<file path="src/mdc_pkg.sv">
// Shared types and constants of the maze carver.
package mdc_pkg;

    // Command codes carried in the input tuser
    localparam logic [1:0] CMD_START = 2'd0;
    localparam logic [1:0] CMD_STEP  = 2'd1;
    localparam logic [1:0] CMD_READ  = 2'd2;

    // Direction codes
    localparam logic [1:0] DIR_UP    = 2'd0;
    localparam logic [1:0] DIR_DOWN  = 2'd1;
    localparam logic [1:0] DIR_LEFT  = 2'd2;
    localparam logic [1:0] DIR_RIGHT = 2'd3;

    // Bit positions inside one cell entry
    localparam int BIT_UP    = 0;
    localparam int BIT_RIGHT = 1;
    localparam int BIT_DOWN  = 2;
    localparam int BIT_LEFT  = 3;
    localparam int BIT_VIS   = 4;

    localparam int GRID_SIDE_W   = 6;
    localparam int GRID_SIDE_RST = 10;
    localparam int IDX_W         = 10;

    typedef logic [4:0] t_cell_bits;

    typedef enum logic [3:0] {
        S_CLR,
        S_START,
        S_IDLE,
        S_DIV,
        S_PROBE,
        S_NBCHK,
        S_CURRD,
        S_CURWR,
        S_STUCK,
        S_POPW,
        S_RDOUT,
        S_EMIT
    } t_state;

    typedef struct packed {
        logic en;
        logic we;
    } t_mem_req;

    typedef struct packed {
        logic init;
        logic push;
        logic pop;
    } t_stk_ctl;

endpackage

</file>
<file path="src/mdc_divmod.sv">
// Iterative remainder unit: one dividend bit per cycle.
module mdc_divmod #(
    parameter int CW = 10,
    parameter int SW = 6
) (
    input  logic          i_clk,
    input  logic          i_rst_n,
    input  logic          i_start,
    input  logic [CW-1:0] i_dividend,
    input  logic [SW-1:0] i_divisor,
    output logic          o_done,
    output logic [SW-1:0] o_rem
);
    import mdc_pkg::*;

    localparam int NW = $clog2(CW + 1);

    logic [CW-1:0] r_num;
    logic [SW-1:0] r_div;
    logic [SW-1:0] r_rem;
    logic [NW-1:0] r_cnt;
    logic          r_busy;
    logic          r_done;
    logic [SW:0]   trial;
    logic [SW:0]   diff;

    assign trial = {r_rem, r_num[CW-1]};
    assign diff  = trial - {1'b0, r_div};

    always_ff @(posedge i_clk) begin
        if (!i_rst_n) begin
            r_busy <= 1'b0;
            r_done <= 1'b0;
            r_cnt  <= '0;
        end else begin
            r_done <= 1'b0;
            if (i_start) begin
                r_busy <= 1'b1;
                r_cnt  <= NW'(CW);
            end else if (r_busy) begin
                r_cnt <= r_cnt - 1'b1;
                if (r_cnt == NW'(1)) begin
                    r_busy <= 1'b0;
                    r_done <= 1'b1;
                end
            end
        end
    end

    // restore when the trial falls below the divisor
    always_ff @(posedge i_clk) begin
        if (i_start) begin
            r_num <= i_dividend;
            r_div <= i_divisor;
            r_rem <= '0;
        end else if (r_busy) begin
            r_num <= r_num << 1;
            r_rem <= diff[SW] ? trial[SW-1:0] : diff[SW-1:0];
        end
    end

    assign o_done = r_done;
    assign o_rem  = r_rem;

endmodule
</file>
<file path="config.mk">
export PLATFORM = sky130hd
export DESIGN_NAME = mdc_divmod
export DESIGN_NICKNAME = d
export VERILOG_FILES = /design/src/mdc_pkg.sv /design/src/mdc_divmod.sv
export SDC_FILE = /design/constraint.sdc
export NUM_CORES = 1
export LEC_CHECK = 0
export BUFFER_PORTS_ARGS = -buffer_cell sky130_fd_sc_hd__buf_2
export CORE_UTILIZATION = 58
export DETAILED_ROUTE_END_ITERATION = 16
export GPL_ROUTABILITY_DRIVEN = 0
export PLACE_DENSITY = 0.9
export SLEW_MARGIN = 30
export SYNTH_ARGS = -nofsm -noshare
export SYNTH_HDL_FRONTEND = slang
export SYNTH_SLANG_ARGS = --single-unit
</file>
<file path="constraint.sdc">
create_clock -name i_clk -period 4.6 [get_ports i_clk]
set_clock_uncertainty 0.2 [all_clocks]
set_input_delay 0.46 -clock i_clk [delete_from_list [all_inputs] [get_ports i_clk]]
set_output_delay 0.46 -clock i_clk [all_outputs]
set_load 0.005 [all_outputs]
</file>
# After elaboration in Yosys (flattened, before gate mapping)
# Index checks and enable logic that the tools add are counted.
totals:
  wordCells: 24
  reg_bits: 28
  input_bits: 19
op_classes:
  addsub: 2
  n_mux: 9
  n_bitwise: 2
  n_eq_ne: 1
  n_reduce_logical: 3
op_table:
  columns: ["operator", "n"]
  rows:
  - ["two-way mux 10 bit", 2]
  - ["two-way mux 4 bit", 2]
  - ["subtractor 7 x 6 -> 7 bit", 1]
  - ["two-way mux 6 bit", 1]
  - ["equality test 4 x 1 -> 1 bit, second input constant", 1]
  - ["two-way mux 1 bit", 4]
  - ["subtractor 4 x 1 -> 4 bit, second input constant", 1]
  - ["OR reduction 3 bit", 1]
  - ["NOT 1 bit", 2]
  - ["nonzero test 2 bit", 1]
  - ["OR reduction 2 bit", 1]

# Longest topological paths before layout
depth:
  word_depth: 4
  depth_mapped: 9
  depth_no_buf: 9

# Worst setup path after synthesis
# No wires, ideal clock.
synth_timing:
  path_type: "register to register"
  from: "register r_num[9]"
  to: "register r_rem[0] (netlist: o_rem[0])"
  arrival_time_ns: 2.062
  path_slack_ns: 2.216
  synth_period_minus_slack_ns: 2.384
  setup_ns: 0.122
  stages_incl_launch_ff: 10
  path_cell_list: "edfxtp_1 -> inv_1 -> ha_1 -> inv_1 -> fa_1 -> a211oi_2 -> o21a_1 -> nor3_4 -> and4_1 -> a311o_1"
synth_via:
  elab_chain_len: 2
synth_rtl:
  columns: ["item", "line", "rtl"]
  rows:
  - ["start: declaration", "mdc_divmod.sv:18", "logic [CW-1:0] r_num;"]
  - ["start signal: assignment", "mdc_divmod.sv:53", "r_num <= i_dividend;"]
  - ["start signal: assignment", "mdc_divmod.sv:57", "r_num <= r_num << 1;"]
  - ["subtractor 7 x 6 -> 7 bit", "mdc_divmod.sv:28", "assign diff = trial - {1'b0, r_div};"]
  - ["two-way mux 6 bit (*)", "mdc_divmod.sv:58", "r_rem <= diff[SW] ? trial[SW-1:0] : diff[SW-1:0];"]
  - ["end signal: assignment", "mdc_divmod.sv:58", null]
  - ["end: declaration", "mdc_divmod.sv:20", "logic [SW-1:0] r_rem;"]
# Mark *: on every way between the ends. The rest lies on a longest branch, timed or not.
# A chain may end at the register's enable or synchronous reset.

# Worst setup path after layout
# Ends and elaborated chain as after synthesis.

==> flow_summary.toml <==
[clock_tree]
cts_tree = "done"
clk_pin_slew_ns = 0.15
cts_max_level = 1
cts_resized = 0
ctsLongestPathBuffers = 2
cts_hold_buf = 0
cts_root_buffer = "clkbuf_4"
cts.sinks = 28
clock_latency_ns = 0.33
cts_buffers = 3
cts_setup_buffers = 0

[die]
die_width_um = 51.6
core_region_area_mm2 = 0.00228
num_rows = 17
start_util_pct = 62.8
dieArea_mm2 = 0.00267
fp.dieH_um = 51.6
ios = 26

[synth]
yosys_warnings = 0
synth_edf_count = 16
syn-instance-count = 127
synth.distinct_cells = 36
syn_avg_cell_area_um2 = 11.3
syn-num-nets = 155
synthArstFlopShare_pct = 0
ys_seq_area_share_pct = 50.4
netlist_area_mm2 = 0.00143
synth-seq-cells = 28
synth_flop_cell = "edfxtp_1"

[route]
drcViolationCount = 0
top_layer = "met4"
met1Wirelength_um = 1100
wl_met3_um = 89
wirelength_um = 2530
drtAntennaViolNets = 0
drt-initial-drc-count = 22
dr_wl_met2_um = 1300
dr.pass1.iters = 4
wl_per_cell_um = 14.0
viasPerCell = 5.66
vias = 1025

[global_routing]
grt_max_degree = 26
grt_first_pass_wirelength_um = 4130
grt_antenna_before_repair = 0
grt_usage_pct = 21.3
grt_pass1_vias = 980
grt.overflow.total = 0

[setup_path]
worstPathRequired_ns = 4.63
worstPathMaxFanout = 8
crit_top_cell = "inv_1"
slowest_delay_ns = 0.42
critPathKind = "flip-flop to flip-flop"
cp-start-kind = "flip-flop"
cp.arrival_ns = 2.65
cp-end-kind = "flip-flop"
cpMaxStageDelayCell = "fa_1"
path_cells = "inv_1 > ha_1 > inv_1 > fa_1 > a211oi_2 > o21a_1 > nor3_4 > and4_1 > a311o_1"

[sta]
tns_ns = 0
timing.final.ws_setup_ns = 1.99
relSlewSlack_pct = 64.3
slew_viol_final = 0
finalSetupViolations = 0
clock.fmax_mhz = 382
period_minus_slack_ns = 2.61
finalHoldViolCount = 0
tightest_slew_ns = 0.535
rsz0062_at_grt = "no"
post-route-period-util_pct = 56.8

[cells_and_area]
final_cells = 181
drive_above_1_share_pct = 26.8
n_antenna_cell = 0
final_common_cell = "buf_2"
fillers = 164
fin_nets = 182
final_cell_mix = "buf_2 (25), edfxtp_1 (16), inv_1 (12), nor2_1 (12), dfxtp_1 (12)"
area_delta_synth_final_pct = 14.1
finish.utilization_pct = 71.6

[placed_design]
hpwl_um = 1920
port-buffer-count = 25
dpl_worst_slack_ns = 2.03
dp_cells = 177

[worst_hold_path]
hp-class = "primary input to flip-flop"

[run]
maxCapViolCount = 0

[outcome]
outcome = "complete, no violations"

[power_and_ir_drop]
power_density_mw_per_mm2 = 370
ir_drop_mv = 0.265
fin_total_pwr_mw = 0.602
p_leak_nw = 0.702
==> metal layers <==
metal | track usage, % | vias to the layer above
met3 | 5.26 | 4
met2 | 37.9 | 26
met5 | 0 | -
met4 | 6.31 | 0
met1 | 25.2 | 487
li1 | - | 508
==> through the flow <==
| stage | hold WS, ns | instance area (um2) |
|---|---|---|
| after global placement | 0.303 | 1580 |
| final | 0.0908 | 1630 |
| after CTS | 0.0863 | 1630 |
| after floorplan | 0.286 | 1430 |
| after global routing | 0.0726 | 1630 |
| after detailed placement | 0.330 | 1580 |
==> layout make-up <==
| type | instances | area, um2 | share of cell area [%] |
|---|---|---|---|
| Timing Repair Buffer | 25 | 125 | 7.67 |
| Clock buffer | 3 | 22.5 | 1.38 |
| Multi-Input combinational cell | 84 | 652 | 40.0 |
| Sequential cell | 28 | 721 | 44.2 |
| Tap cell | 28 | 35.0 | 2.15 |
| Inverter | 12 | 45.0 | 2.76 |
| Clock inverter | 1 | 30.0 | 1.84 |
==> flip-flops by register name, summed over array words and instances (netlist names) <==
| signal | cells |
|---|---|
| o_done | 1 |
| o_rem | 6 |
| r_busy | 1 |
| r_cnt | 4 |
| r_div | 6 |
| r_num | 10 |
==> synth_stat cells (2+ instances only) <==
cell type	number	area [um2]
mux2_2	9	101
inv_1	12	45.0
a211oi_1	3	22.5
nand2_1	7	26.3
o21a_1	2	15.0
o21ai_1	2	10.0
nor3_1	3	15.0
ha_1	8	100
nor2b_1	2	12.5
xnor2_1	2	17.5
xor2_1	4	35.0
dfxtp_1	12	240
nor4_1	2	12.5
mux2i_1	4	40.0
clkbuf_1	3	11.3
edfxtp_1	16	480
nand2b_1	2	12.5
a21oi_1	5	25.0
nor2_1	12	45.0
==> cells by family after synthesis <==
| group | count (synthesis) | share of synthesized area, % |
|---|---|---|
| AND/OR/NAND/NOR | 37 | 14.3 |
| flip-flops | 28 | 50.4 |
| adder cells (fa/ha/maj) | 9 | 8.41 |
| buffers and inverters | 15 | 3.94 |
| XOR/XNOR | 6 | 3.68 |
| multiplexers | 13 | 9.90 |
| AO/OA/AOI/OAI | 19 | 9.37 |
==> power breakdown <==
group	leakage, nW	switching, mW	internal [mW]
clock network	0.0279	0.0734	0.0881
logic	0.415	0.0706	0.0633
registers	0.259	0.0171	0.290
==> worst max-delay path, delay by kind of cell (launching register included) <==
kind,cells,cell delay (ns)
DFF,1,0.41
AOI/OAI and AO/OA,3,0.88
buffers and inverters,2,0.13
adders and majority gates,2,0.58
and+or+nand+nor,2,0.32
==> worst paths after layout <==
check | startpoint | endpoint | slack, ns | depth (start not counted)
setup / recovery | r_num[9] | o_rem[0] | 1.99 | 9
hold / removal | i_divisor[3] | r_div[3] | 0.09 | 1
setup reg to reg | r_num[9] | o_rem[0] | 1.99 | 9
hold reg to reg | o_rem[2] | o_rem[2] | 0.35 | 2
Power figures use the tool's default switching activity.
